[src/hw/rtl/uds_dtc_report_responder_macros.svh]
// Assertion macros shared by the responder RTL.
`ifndef UDS_DTC_REPORT_RESPONDER_MACROS_SVH
`define UDS_DTC_REPORT_RESPONDER_MACROS_SVH

`ifndef ASSERT_OFF
`define ASSERT_IMPLIES(label, clk, rst, ante, cons) \
  label: assert property (@(posedge clk) disable iff (rst) (ante) |-> (cons)) \
    else $error("assertion failed");
`define ASSERT_NEXT(label, clk, rst, ante, cons) \
  label: assert property (@(posedge clk) disable iff (rst) (ante) |=> (cons)) \
    else $error("assertion failed");
`else
`define ASSERT_IMPLIES(label, clk, rst, ante, cons)
`define ASSERT_NEXT(label, clk, rst, ante, cons)
`endif

`endif

[src/hw/rtl/dtc_pkg.sv]
`default_nettype none

package dtc_pkg;

  typedef enum logic [1:0] {
    ST_IDLE,
    ST_SCAN,
    ST_PUSH2,
    ST_PUSH1
  } state_t;

  typedef enum logic [1:0] {
    OP_NONE,
    OP_COUNT,
    OP_LIST,
    OP_FIND
  } op_t;

  typedef struct packed {
    logic [1:0] status;
    logic [2:0] count;
    logic [7:0] b0;
    logic [7:0] b1;
    logic [7:0] b2;
    logic [7:0] b3;
    logic       last;
  } resp_t;

  localparam logic [1:0] RS_POS      = 2'd0;
  localparam logic [1:0] RS_UNSUP    = 2'd1;
  localparam logic [1:0] RS_LENGTH   = 2'd2;
  localparam logic [1:0] RS_RANGE    = 2'd3;

  localparam logic [6:0] SF_COUNT    = 7'd1;
  localparam logic [6:0] SF_LIST     = 7'd2;
  localparam logic [6:0] SF_IDENT    = 7'd3;
  localparam logic [6:0] SF_FIND     = 7'd4;

  localparam logic [11:0] LEN_MASK   = 12'd3;
  localparam logic [11:0] LEN_IDENT  = 12'd2;
  localparam logic [11:0] LEN_FIND   = 12'd6;

  localparam logic [7:0] POS_SID     = 8'h59;
  localparam logic [7:0] FORMAT_ID   = 8'h01;

  localparam int RC_W = 6;
  localparam logic [RC_W-1:0] MAX_RESULTS = 6'd33;

endpackage

`default_nettype wire

[src/hw/rtl/dtc_if.sv]
`default_nettype none

interface dtc_req_if;
  logic        valid;
  logic        ready;
  logic        req_type;
  logic [4:0]  entry_index;
  logic [7:0]  entry_channel;
  logic [23:0] entry_code;
  logic [7:0]  entry_status;
  logic [11:0] req_length;
  logic [7:0]  req_sub_function;
  logic [7:0]  req_byte2;
  logic [7:0]  req_byte3;
  logic [7:0]  req_byte4;
  logic [7:0]  req_byte5;

  modport source (
    output valid, req_type, entry_index, entry_channel, entry_code, entry_status,
           req_length, req_sub_function, req_byte2, req_byte3, req_byte4, req_byte5,
    input  ready
  );
  modport sink (
    input  valid, req_type, entry_index, entry_channel, entry_code, entry_status,
           req_length, req_sub_function, req_byte2, req_byte3, req_byte4, req_byte5,
    output ready
  );
endinterface

interface dtc_resp_if;
  logic       valid;
  logic       ready;
  logic [1:0] resp_status;
  logic [2:0] byte_count;
  logic [7:0] resp_byte0;
  logic [7:0] resp_byte1;
  logic [7:0] resp_byte2;
  logic [7:0] resp_byte3;
  logic       resp_last;

  modport source (
    output valid, resp_status, byte_count, resp_byte0, resp_byte1, resp_byte2,
           resp_byte3, resp_last,
    input  ready
  );
  modport sink (
    input  valid, resp_status, byte_count, resp_byte0, resp_byte1, resp_byte2,
           resp_byte3, resp_last,
    output ready
  );
endinterface

`default_nettype wire

[src/hw/rtl/uds_dtc_report_responder.sv]
// A write request is stored when it is accepted and the block stays idle; a request
// without a table lookup passes through ST_PUSH1 into the output register. A counting,
// listing or lookup request scans the table memory one entry per cycle, holding on a
// listed match while the response side stalls; listed results leave during the scan.
// Synchronous active-high reset clears the occupied flags, the state and the output valid
// flag at once and sets the availability mask to 0xFF; there is no clearing pass.
`default_nettype none
`include "uds_dtc_report_responder_macros.svh"

module uds_dtc_report_responder
  import dtc_pkg::*;
#(
  parameter int TABLE_ENTRIES = 32
) (
  input  wire logic       clk,
  input  wire logic       rst,
  input  wire logic       cfg_wr_en,
  input  wire logic [7:0] cfg_wr_data,
  dtc_req_if.sink         req,
  dtc_resp_if.source      resp
);

  localparam int AW = (TABLE_ENTRIES > 1) ? $clog2(TABLE_ENTRIES) : 1;
  localparam int IW = $clog2(TABLE_ENTRIES + 1);
  localparam logic [IW-1:0] LAST_CNT = IW'(TABLE_ENTRIES);

  state_t            state, state_next;
  op_t               op;
  logic [7:0]        avail;
  logic [7:0]        mask;
  logic [7:0]        mid;
  logic [7:0]        lo;
  logic [7:0]        rec;
  resp_t             held;
  logic [RC_W-1:0]   n_res;
  logic [IW-1:0]     cnt;
  logic [IW-1:0]     iss_cnt;
  logic              rd_valid;
  logic              rd_occ;
  logic [31:0]       rd_word;
  logic [31:0]       mem [TABLE_ENTRIES];
  logic [TABLE_ENTRIES-1:0] occ;
  logic              out_valid;
  resp_t             out_data;

  logic              acc;
  logic              wr_en;
  logic [5:0]        widx_ext;
  logic [AW-1:0]     waddr;
  logic [AW-1:0]     raddr;
  logic [6:0]        sub;
  logic              mask_ok;
  logic              out_free;
  logic              match_cov;
  logic              match_code;
  logic              list_push;
  logic              proc;
  logic              found;
  logic              more;
  logic              issue;
  logic              scan_done;
  logic              push;
  resp_t             push_data;
  op_t               acc_op;
  resp_t             acc_held;
  state_t            acc_state;
  logic [15:0]       cnt16;

  function automatic resp_t mk(input logic [1:0] st, input logic [2:0] c,
                               input logic [7:0] b0, input logic [7:0] b1,
                               input logic [7:0] b2, input logic [7:0] b3,
                               input logic l);
    resp_t r;
    r.status = st;
    r.count  = c;
    r.b0     = b0;
    r.b1     = b1;
    r.b2     = b2;
    r.b3     = b3;
    r.last   = l;
    return r;
  endfunction

  assign acc      = req.valid && req.ready;
  assign req.ready = (state == ST_IDLE);
  assign wr_en    = acc && !req.req_type && ({1'b0, req.entry_index} < 6'(TABLE_ENTRIES));
  assign widx_ext = {1'b0, req.entry_index};
  assign waddr    = widx_ext[AW-1:0];
  assign raddr    = iss_cnt[AW-1:0];
  assign sub      = req.req_sub_function[6:0];
  assign mask_ok  = ((avail & req.req_byte2) == req.req_byte2);
  assign out_free = !out_valid || resp.ready;
  assign cnt16    = 16'(cnt);

  assign match_cov  = rd_occ && ((rd_word[7:0] & mask) == mask);
  assign match_code = rd_occ && (rd_word[31:8] == {mask, mid, lo});
  assign list_push  = (state == ST_SCAN) && (op == OP_LIST) && rd_valid && match_cov &&
                      (n_res < MAX_RESULTS);
  assign proc       = (state == ST_SCAN) && rd_valid && (!list_push || out_free);
  assign found      = proc && (op == OP_FIND) && match_code;
  assign more       = (iss_cnt < LAST_CNT);
  assign issue      = (state == ST_SCAN) && more && (!rd_valid || proc) && !found;
  assign scan_done  = (state == ST_SCAN) && !more && (!rd_valid || proc) && !found;

  always_comb begin
    acc_op    = OP_NONE;
    acc_state = ST_PUSH1;
    acc_held  = mk(RS_LENGTH, 3'd0, 8'h00, 8'h00, 8'h00, 8'h00, 1'b0);
    unique case (sub)
      SF_COUNT: begin
        if (req.req_length == LEN_MASK) begin
          if (mask_ok) begin
            acc_op    = OP_COUNT;
            acc_state = ST_SCAN;
          end else begin
            acc_held = mk(RS_RANGE, 3'd0, 8'h00, 8'h00, 8'h00, 8'h00, 1'b0);
          end
        end
      end
      SF_LIST: begin
        if (req.req_length == LEN_MASK) begin
          acc_held = mk(RS_POS, 3'd3, POS_SID, {1'b0, SF_LIST}, avail, 8'h00, 1'b0);
          if (mask_ok) begin
            acc_op    = OP_LIST;
            acc_state = ST_SCAN;
          end
        end
      end
      SF_IDENT: begin
        if (req.req_length == LEN_IDENT) begin
          acc_held = mk(RS_POS, 3'd2, POS_SID, {1'b0, SF_IDENT}, 8'h00, 8'h00, 1'b0);
        end
      end
      SF_FIND: begin
        if (req.req_length == LEN_FIND) begin
          acc_op    = OP_FIND;
          acc_state = ST_SCAN;
        end
      end
      default: begin
        acc_held = mk(RS_UNSUP, 3'd0, 8'h00, 8'h00, 8'h00, 8'h00, 1'b0);
      end
    endcase
  end

  always_comb begin
    state_next = state;
    unique case (state)
      ST_IDLE: begin
        if (acc && req.req_type) begin
          state_next = acc_state;
        end
      end
      ST_SCAN: begin
        priority if (found) begin
          state_next = ST_PUSH2;
        end else if (scan_done) begin
          state_next = (op == OP_COUNT) ? ST_PUSH2 : ST_PUSH1;
        end
      end
      ST_PUSH2: begin
        if (out_free) begin
          state_next = ST_PUSH1;
        end
      end
      ST_PUSH1: begin
        if (out_free) begin
          state_next = ST_IDLE;
        end
      end
      default: state_next = ST_IDLE;
    endcase
  end

  always_comb begin
    push      = 1'b0;
    push_data = held;
    unique case (state)
      ST_SCAN: begin
        push           = list_push && out_free;
        push_data      = held;
        push_data.last = 1'b0;
      end
      ST_PUSH2: begin
        push = out_free;
        if (op == OP_COUNT) begin
          push_data = mk(RS_POS, 3'd4, POS_SID, {1'b0, SF_COUNT}, avail, FORMAT_ID, 1'b0);
        end else begin
          push_data = mk(RS_POS, 3'd4, POS_SID, {1'b0, SF_FIND}, mask, mid, 1'b0);
        end
      end
      ST_PUSH1: begin
        push = out_free;
        if (op == OP_COUNT) begin
          push_data = mk(RS_POS, 3'd2, cnt16[15:8], cnt16[7:0], 8'h00, 8'h00, 1'b1);
        end else begin
          push_data      = held;
          push_data.last = 1'b1;
        end
      end
      default: begin
        push = 1'b0;
      end
    endcase
  end

  always_ff @(posedge clk) begin
    if (wr_en) begin
      mem[waddr] <= {req.entry_code, req.entry_status};
    end
    if (issue) begin
      rd_word <= mem[raddr];
      rd_occ  <= occ[raddr];
    end
  end

  always_ff @(posedge clk) begin
    if (rst) begin
      occ       <= '0;
      avail     <= 8'hFF;
      state     <= ST_IDLE;
      rd_valid  <= 1'b0;
      out_valid <= 1'b0;
    end else begin
      state <= state_next;
      if (wr_en) begin
        occ[waddr] <= (req.entry_channel != 8'h00);
      end
      if (cfg_wr_en) begin
        avail <= cfg_wr_data;
      end
      if (acc) begin
        rd_valid <= 1'b0;
      end else if (issue) begin
        rd_valid <= 1'b1;
      end else if (proc) begin
        rd_valid <= 1'b0;
      end
      if (push) begin
        out_valid <= 1'b1;
      end else if (resp.ready) begin
        out_valid <= 1'b0;
      end
    end
  end

  always_ff @(posedge clk) begin
    if (push) begin
      out_data <= push_data;
    end
    if (acc && req.req_type) begin
      op      <= acc_op;
      held    <= acc_held;
      mask    <= req.req_byte2;
      mid     <= req.req_byte3;
      lo      <= req.req_byte4;
      rec     <= req.req_byte5;
      n_res   <= RC_W'(1);
      cnt     <= '0;
      iss_cnt <= '0;
    end else begin
      if (issue) begin
        iss_cnt <= iss_cnt + IW'(1);
      end
      if (proc && (op == OP_COUNT) && match_cov) begin
        cnt <= cnt + IW'(1);
      end
      if (list_push && out_free) begin
        held  <= mk(RS_POS, 3'd4, rd_word[31:24], rd_word[23:16], 8'h00, rd_word[7:0],
                    1'b0);
        n_res <= n_res + RC_W'(1);
      end
      if (found) begin
        held <= mk(RS_POS, 3'd3, lo, rd_word[7:0], rec, 8'h00, 1'b0);
      end else if (scan_done && (op == OP_FIND)) begin
        held <= mk(RS_RANGE, 3'd0, 8'h00, 8'h00, 8'h00, 8'h00, 1'b0);
      end
    end
  end

  assign resp.valid       = out_valid;
  assign resp.resp_status = out_data.status;
  assign resp.byte_count  = out_data.count;
  assign resp.resp_byte0  = out_data.b0;
  assign resp.resp_byte1  = out_data.b1;
  assign resp.resp_byte2  = out_data.b2;
  assign resp.resp_byte3  = out_data.b3;
  assign resp.resp_last   = out_data.last;

  `ASSERT_IMPLIES(a_idle_no_read, clk, rst, req.ready, !rd_valid)
  `ASSERT_IMPLIES(a_negative_last, clk, rst,
                  resp.valid && (resp.resp_status != RS_POS), resp.resp_last)
  `ASSERT_NEXT(a_write_stays_idle, clk, rst, acc && !req.req_type, req.ready)

endmodule

`default_nettype wire
[src/flat_wrapper.sv]
// flat-port wrapper written by rule: the top's interface ports become plain ports
module uds_dtc_report_responder_flat import dtc_pkg::*;
#(
  parameter int TABLE_ENTRIES = 32
)
  (clk, rst, cfg_wr_en, cfg_wr_data, req_valid, req_req_type, req_entry_index, req_entry_channel, req_entry_code, req_entry_status, req_req_length, req_req_sub_function, req_req_byte2, req_req_byte3, req_req_byte4, req_req_byte5, req_ready, resp_valid, resp_resp_status, resp_byte_count, resp_resp_byte0, resp_resp_byte1, resp_resp_byte2, resp_resp_byte3, resp_resp_last, resp_ready);
  dtc_req_if req_i ();
  dtc_resp_if resp_i ();
  input  wire logic clk;
  input  wire logic rst;
  input  wire logic cfg_wr_en;
  input  wire logic [7:0] cfg_wr_data;
  input wire logic [$bits(req_i.valid)-1:0] req_valid;
  input wire logic [$bits(req_i.req_type)-1:0] req_req_type;
  input wire logic [$bits(req_i.entry_index)-1:0] req_entry_index;
  input wire logic [$bits(req_i.entry_channel)-1:0] req_entry_channel;
  input wire logic [$bits(req_i.entry_code)-1:0] req_entry_code;
  input wire logic [$bits(req_i.entry_status)-1:0] req_entry_status;
  input wire logic [$bits(req_i.req_length)-1:0] req_req_length;
  input wire logic [$bits(req_i.req_sub_function)-1:0] req_req_sub_function;
  input wire logic [$bits(req_i.req_byte2)-1:0] req_req_byte2;
  input wire logic [$bits(req_i.req_byte3)-1:0] req_req_byte3;
  input wire logic [$bits(req_i.req_byte4)-1:0] req_req_byte4;
  input wire logic [$bits(req_i.req_byte5)-1:0] req_req_byte5;
  output wire logic [$bits(req_i.ready)-1:0] req_ready;
  output wire logic [$bits(resp_i.valid)-1:0] resp_valid;
  output wire logic [$bits(resp_i.resp_status)-1:0] resp_resp_status;
  output wire logic [$bits(resp_i.byte_count)-1:0] resp_byte_count;
  output wire logic [$bits(resp_i.resp_byte0)-1:0] resp_resp_byte0;
  output wire logic [$bits(resp_i.resp_byte1)-1:0] resp_resp_byte1;
  output wire logic [$bits(resp_i.resp_byte2)-1:0] resp_resp_byte2;
  output wire logic [$bits(resp_i.resp_byte3)-1:0] resp_resp_byte3;
  output wire logic [$bits(resp_i.resp_last)-1:0] resp_resp_last;
  input wire logic [$bits(resp_i.ready)-1:0] resp_ready;
  assign req_i.valid = req_valid;
  assign req_i.req_type = req_req_type;
  assign req_i.entry_index = req_entry_index;
  assign req_i.entry_channel = req_entry_channel;
  assign req_i.entry_code = req_entry_code;
  assign req_i.entry_status = req_entry_status;
  assign req_i.req_length = req_req_length;
  assign req_i.req_sub_function = req_req_sub_function;
  assign req_i.req_byte2 = req_req_byte2;
  assign req_i.req_byte3 = req_req_byte3;
  assign req_i.req_byte4 = req_req_byte4;
  assign req_i.req_byte5 = req_req_byte5;
  assign req_ready = req_i.ready;
  assign resp_valid = resp_i.valid;
  assign resp_resp_status = resp_i.resp_status;
  assign resp_byte_count = resp_i.byte_count;
  assign resp_resp_byte0 = resp_i.resp_byte0;
  assign resp_resp_byte1 = resp_i.resp_byte1;
  assign resp_resp_byte2 = resp_i.resp_byte2;
  assign resp_resp_byte3 = resp_i.resp_byte3;
  assign resp_resp_last = resp_i.resp_last;
  assign resp_i.ready = resp_ready;
  uds_dtc_report_responder #(.TABLE_ENTRIES(TABLE_ENTRIES)) u_core (.clk(clk), .rst(rst), .cfg_wr_en(cfg_wr_en), .cfg_wr_data(cfg_wr_data), .req(req_i), .resp(resp_i));
endmodule
[config.mk]
export PLATFORM = sky130hd
export DESIGN_NAME = uds_dtc_report_responder_flat
export DESIGN_NICKNAME = d
export VERILOG_FILES = /design/src/hw/rtl/dtc_pkg.sv /design/src/hw/rtl/dtc_if.sv /design/src/hw/rtl/uds_dtc_report_responder.sv /design/src/flat_wrapper.sv
export VERILOG_INCLUDE_DIRS = /design/src /design/src/hw/rtl
export SDC_FILE = /design/constraint.sdc
export NUM_CORES = 1
export LEC_CHECK = 0
export ABC_AREA = 1
export BUFFER_PORTS_ARGS = -buffer_cell sky130_fd_sc_hd__buf_2
export CORE_MARGIN = 1
export CORE_UTILIZATION = 58
export CTS_BUF_LIST = sky130_fd_sc_hd__clkbuf_2 sky130_fd_sc_hd__clkbuf_4 sky130_fd_sc_hd__clkbuf_8
export CTS_CLUSTER_DIAMETER = 80
export DETAILED_ROUTE_END_ITERATION = 10
export PLACE_DENSITY = 0.78
export SLEW_MARGIN = 5
export SYNTH_ARGS = -nofsm -noshare
export SYNTH_HDL_FRONTEND = slang
export SYNTH_SLANG_ARGS = --single-unit
[constraint.sdc]
create_clock -name clk -period 3.25 [get_ports clk]
set_input_delay 0.65 -clock clk [delete_from_list [all_inputs] [get_ports clk]]
set_output_delay 0.65 -clock clk [all_outputs]
set_load 0.02 [all_outputs]
; Word-level counts from Yosys, hierarchy flattened
; Memories as Yosys holds them, arrays and structs flattened. A register that Yosys moved wholly into a read port is not among the register bits.
; Index checks and enable logic that the tools add are counted.
[word_totals]
ff_bits = 173
ramBits = 1024
inputBits = 111
output_inout_bits = 40
word_cells = 142
memories = 1
[op_classes]
addsub = 3
order_cmp = 5
n_eq_ne = 20
n_mux = 41
bitwise = 2
reduce_logical = 42
[memory_table]
columns = memory, depth, word_bits, rd, rd_ports_with_merged_regs, write_ports, line_no
row1 = u_core.mem, 32, 32, 1, 1, 1, uds_dtc_report_responder.sv:41  ; logic [31:0] mem [TABLE_ENTRIES];
[ops]
columns = op, count
row1 = $mux W38, 8
row2 = $pmux W38 S4, 1
row3 = $pmux W38 S3, 1
row4 = $mux W37, 1
row5 = $bwmux W32, 1
row6 = $eq A12 B2 Y1 const B, 2
row7 = $eq A24 B24 Y1, 1
row8 = $logic_and A1 B1 Y1, 24
row9 = $mux W2, 12
row10 = $mux W20, 1
row11 = $add A6 B1 Y6 const B, 3
row12 = $and A8 B8 Y8, 2
row13 = $eq A8 B8 Y1, 2
row14 = $eq A7 B2 Y1 const B, 2
row15 = $eq A12 B3 Y1 const B, 1
row16 = $lt A5 B6 Y1 const B, 2
row17 = $lt A6 B6 Y1 const B, 2
row18 = $mux W1, 10
row19 = $eq A2 B2 Y1 const B, 4
row20 = $pmux W2 S4, 1
row21 = $reduce_bool A8 Y1, 1
row22 = $eq A7 B1 Y1 const B, 1
row23 = $eq A7 B3 Y1 const B, 1
row24 = $logic_not A1 Y1, 6
row25 = 16 further kinds, 23

; Depth between registers and ports, before layout
[depth]
ltp_word = 16
depth_mapped = 16
ltp_nobuf = 16

; Worst setup path after synthesis
; Ideal clock, no wire load.
[synth_timing]
kind = register to register
start = register u_core.state[0]
end = register u_core.occ[0]
setup_ns = 0.078
t_arrival_ns = 3.139
t_required_ns = 3.172
slack_ns = 0.033
stages_incl_launch_ff = 11
n_path_buf = 0
synth_period_minus_slack_ns = 3.217
cell_sequence = dfxtp_1 > inv_1 > ha_1 > nand2_1 > nor2_1 > inv_1 > nor3_1 > inv_1 > nor2_1 > o21ai_0 > a31oi_1
[synth_between]
elab_chain_len = 3
[synth_lines]
columns = item, line_no
row1 = "start, declared", uds_dtc_report_responder.sv:27  ; state_t state, state_next;
row2 = "start signal, assigned", uds_dtc_report_responder.sv:225  ; state <= state_next;
row3 = $logic_not A2 Y1, uds_dtc_report_responder.sv:85  ; assign req.ready = (state == ST_IDLE);
row4 = named net req_ready, flat_wrapper.sv:25  ; output wire logic [$bits(req_i.ready)-1:0] req_ready;
row5 = $logic_and A1 B1 Y1, uds_dtc_report_responder.sv:84  ; assign acc = req.valid && req.ready;
row6 = $logic_and A1 B1 Y1, uds_dtc_report_responder.sv:86  ; assign wr_en = acc && !req.req_type && ({1'b0, req.entry_index} < 6'(TABLE_ENTRIES));
row7 = "end signal, assigned by index", uds_dtc_report_responder.sv:227  ; occ[waddr] <= (req.entry_channel != 8'h00);
row8 = "end, declared", uds_dtc_report_responder.sv:42  ; logic [TABLE_ENTRIES-1:0] occ;
; The timed path passes the listed nets, and every way through them passes these cells.
; A chain may end at the register's enable or synchronous reset.

; Worst setup path in the final report
[layout_timing]
start = register u_core.iss_cnt[0]
end = register u_core.rd_word[11] (read register of u_core.mem) (data pin)
[layout_between]
elab_chain_len = 4
[layout_lines]
columns = item, line_no
row1 = "start, declared", uds_dtc_report_responder.sv:37  ; logic [IW-1:0] iss_cnt;
row2 = "start signal, assigned", uds_dtc_report_responder.sv:263  ; iss_cnt <= iss_cnt + IW'(1);
row3 = $lt A6 B6 Y1, uds_dtc_report_responder.sv:101  ; assign more = (iss_cnt < LAST_CNT);
row4 = $logic_and A1 B1 Y1 (3 in series), uds_dtc_report_responder.sv:102  ; assign issue = (state == ST_SCAN) && more && (!rd_valid || proc) && !found;
row5 = "end, declared", uds_dtc_report_responder.sv:40  ; logic [31:0] rd_word;
; Parallel ways exist; a longest one is shown, timed or not.

==> impl_metrics.yaml <==
yosys:
  synthArstFlopShare_pct: 0
  synth.net_count: 3966
  yosys_register_bits: 1228
  synth_xor_area_share_pct: 0.287
  synth_flop_cell: "edfxtp_1"
  netlist_top_cells_count: "edfxtp_1 (1166), nor2_1 (646), o21ai_0 (604)"
  synth_edf_count: 1166
  synth_seq_area_share_pct: 74.2
  synthMuxAreaShare_pct: 0
  yosysTopAreaCell: "edfxtp_1"
  syn_area_mm2: 0.0489
  synthAdderAreaFrac_pct: 0.205
  ys_types: 50
  syn_inst: 3847
  synth_top_family_by_area: "compound AO/OA/AOI/OAI gates"
  yosysWarnings: 0
  synth-compound-area-share_pct: 12.1
  synthSimpleGateAreaFrac_pct: 9.64
  synth_top_area_share_pct: 71.6
  synth_area_per_cell_um2: 12.7
  synth_most_common_cell: "edfxtp_1"
  synth.area.top_cells: "edfxtp_1 (72%), o21ai_0 (6.2%), nor2_1 (5.0%), dfxtp_1 (2.5%), o22ai_1 (2.2%)"
global_routing:
  met2_usage_pct: 47.5
  grt_overflow: 0
  grt_max_degree: 198
  antenna_found_initial: 12
  gr-max-usage-layer: "met2"
  grt_pass1_vias: 31700
  use_met3_pct: 7.22
  gr-usage-all-layers_pct: 30.2
  grt_use_met1_pct: 39.7
  grt_pass1_wl_um: 191000
sta:
  fin_crit_sh_pct: 80.5
  setup_violations: 0
  hold_viol: 0
  clock.fmax_ghz: 0.382
  worst_pin_slew_ns: 1.01
  slew_viol_final: 0
  rsz0062_at_grt: "no"
  fin_ws_ns: 0.635
  finClkSkew_ns: 0.0611
  min_period_ns: 2.62
  max-slew-margin-rel_pct: 32.9
  finalSetupTns_ns: 0
route:
  wirelength_um: 130000
  initialDrtViolationCount: 5081
  via_per_inst: 6.24
  vias: 33500
  wire_per_inst_um: 24.2
  dr.pass1.iters: 8
  ant_nets: 0
  drc: 0
power:
  combPwrFrac_pct: 27.1
  p_leak_nw: 18.9
  swShare_pct: 33.7
  p_sw_mw: 14.4
  seqPwrFrac_pct: 43.5
  power_frac_clock_pct: 29.4
  internal-power_mw: 28.4
  p_per_area_mw_per_mm2: 767
  power_mw: 42.8
  ir_worst_vdd_mv: 0.729
clock_tree:
  cts_max_level: 4
  cts_setup_buffers: 0
  clk_pin_slew_ns: 0.06
  cts_tree: "done"
  root_buffer: "clkbuf_8"
  clockBufferDepth: 3
  clkLatencyLatePin_ns: 0.89
  cts.sinks: 1228
  cts_made_buffers: 185
die:
  fp.dieW_um: 292
  core-area_mm2: 0.0836
  die_h_um: 292
  io_pins: 151
  initial_core_util_pct: 58.5
  rows: 106
  die-area_mm2: 0.0854
layout:
  layout-drive-gt1-share_pct: 15.4
  fin_nets: 4243
  area_growth_syn_to_layout_pct: 14.2
worst_setup_path:
  crit_path_top_delay_cell: "inv_8"
  critical_path.max_stage_delay_ns: 0.50
  crit_type: "flop to flop"
  startpoint_type: "flop"
  cpMostUsedCell: "nand3_1"
  critPathRequiredTime_ns: 3.92
  crit_chain: "inv_8 > buf_4 > o21ai_0 > o221ai_1 > nand3_1 > nand3_1 > o21ai_1 > inv_1"
  cp_max_fo: 115
  endpoint_kind: "flop"
  cp.arrival_ns: 3.28
placed_design:
  io_buffers: 149
  post-dp-hpwl_um: 72200
  dp_worst_setup_slack_ns: 0.597
  place.gp.congestion: 0.894
outcome:
  outcome: "finished, final reports clean"
run:
  max-cap-violations: 0
worst_hold_path:
  hold_path.class: "input pin to flop"
## cells by family (layout without fill, tap and decap cells)
kind of cell | Yosys count | in the layout
xor gates and xnor gates | 16 | 16
AOI/OAI and AO/OA | 1024 | 1024
other | 0 | 9
and+or+nand+nor | 1140 | 1140
DFF | 1228 | 1228
adders and majority gates | 8 | 8
buffers and inverters | 431 | 866
## worst paths after layout
path / startpoint / to / slack (ns) / cells past startpoint
max: u_core.iss_cnt[0] / u_core.rd_word[11] / 0.63 / 8
min: cfg_wr_data[5] / u_core.avail[5] / 0.07 / 3
max reg2reg: u_core.iss_cnt[0] / u_core.rd_word[11] / 0.63 / 8
min reg2reg: u_core.n_res[5] / u_core.n_res[5] / 0.47 / 2
## state kept, by name (all words and copies together) (netlist names), 32 cells and up
register and count:
u_core.mem 1024, u_core.occ 32, u_core.rd_word 32, u_core.held 37
## metrics by stage
| step | cells | util (%) | instance area, um^2 | hold WS (ns) |
|---|---|---|---|---|
| 6_report | 5371 | 66.8 | 55800 | 0.0665 |
| 5_1_grt | 5368 | 66.8 | 55800 | 0.0615 |
| 4_1_cts | 5362 | 66.8 | 55800 | 0.0157 |
| 3_5_place_dp | 4978 | 61.8 | 51700 | 0.461 |
| 3_3_place_gp | 4978 | 61.8 | 51700 | 0.454 |
| 2_1_floorplan | 3847 | - | 48900 | 0.444 |
## power by group through the flow
stage	clock [mW]	combinational (mW)	sequential [mW]
floorplan	0	7.18	18.9
global placement	0	10.9	18.9
detailed placement	0	11.2	18.9
CTS	12.7	11.3	18.6
global route	13.4	12.5	18.6
finish	12.6	11.6	18.6
## critical path, delay by kind of cell (launching register included)
| family | cells | cell delay, ns |
|---|---|---|
| AOI/OAI and AO/OA | 3 | 0.43 |
| buffers and inverters | 3 | 1.11 |
| DFF | 1 | 0.40 |
| and+or+nand+nor | 2 | 0.35 |
## cell usage in the layout (no fill, tap or decap), types with 4 or more instances in the layout
cell | netlist | layout
nand2_2 | 4 | 4
clkbuf_4 | 0 | 54
dlygate4sd3_1 | 0 | 39
edfxtp_1 | 1166 | 1166
inv_1 | 182 | 178
o211ai_1 | 30 | 30
clkinv_2 | 0 | 22
a21oi_1 | 29 | 29
bufinv_16 | 0 | 5
xnor2_1 | 9 | 9
a22oi_1 | 8 | 8
nor2_1 | 646 | 612
inv_8 | 0 | 4
o21ai_0 | 604 | 603
o22ai_1 | 173 | 173
a22o_1 | 4 | 4
nor2_4 | 2 | 36
inv_2 | 7 | 9
buf_2 | 52 | 149
dfxtp_1 | 62 | 58
clkinv_8 | 0 | 5
o221ai_1 | 104 | 104
nor2_2 | 4 | 4
o21ai_1 | 33 | 33
ha_1 | 8 | 8
clkinv_1 | 0 | 55
a31oi_1 | 32 | 32
nand3_1 | 110 | 110
and2_1 | 4 | 4
nor3_1 | 20 | 20
nand2_1 | 284 | 284
clkbuf_8 | 0 | 195
nand4_1 | 42 | 42
buf_12 | 0 | 29
nor4_2 | 2 | 4
buf_4 | 4 | 114
xor2_1 | 7 | 7
diode_2 | 0 | 9
## what timing repair did
item | 4_1_cts | 5_1_grt
endpoints found under the setup margin | 0 | 0
hold buffers | 39 | 0
hold endpoints to repair | 39 | 0
resized for setup | 0 | 0
## routing by layer
metal,vias to the layer above,share of wire [%]
li1,14800,-
met1,16200,37
met2,2246,47
met3,339,12
met4,6,4.7
met5,-,0.028
## final cells by class
class | instances | area, um^2
Antenna cell | 9 | 22.5
Timing Repair Buffer | 331 | 2570
Clock inverter | 96 | 638
Tap cell | 1080 | 1350
Sequential cell | 1228 | 36300
Clock buffer | 249 | 3090
Multi-Input combinational cell | 2188 | 11100
Inverter | 190 | 728
Fill cell | 5664 | 27800
(Power assumes the default switching activity.)
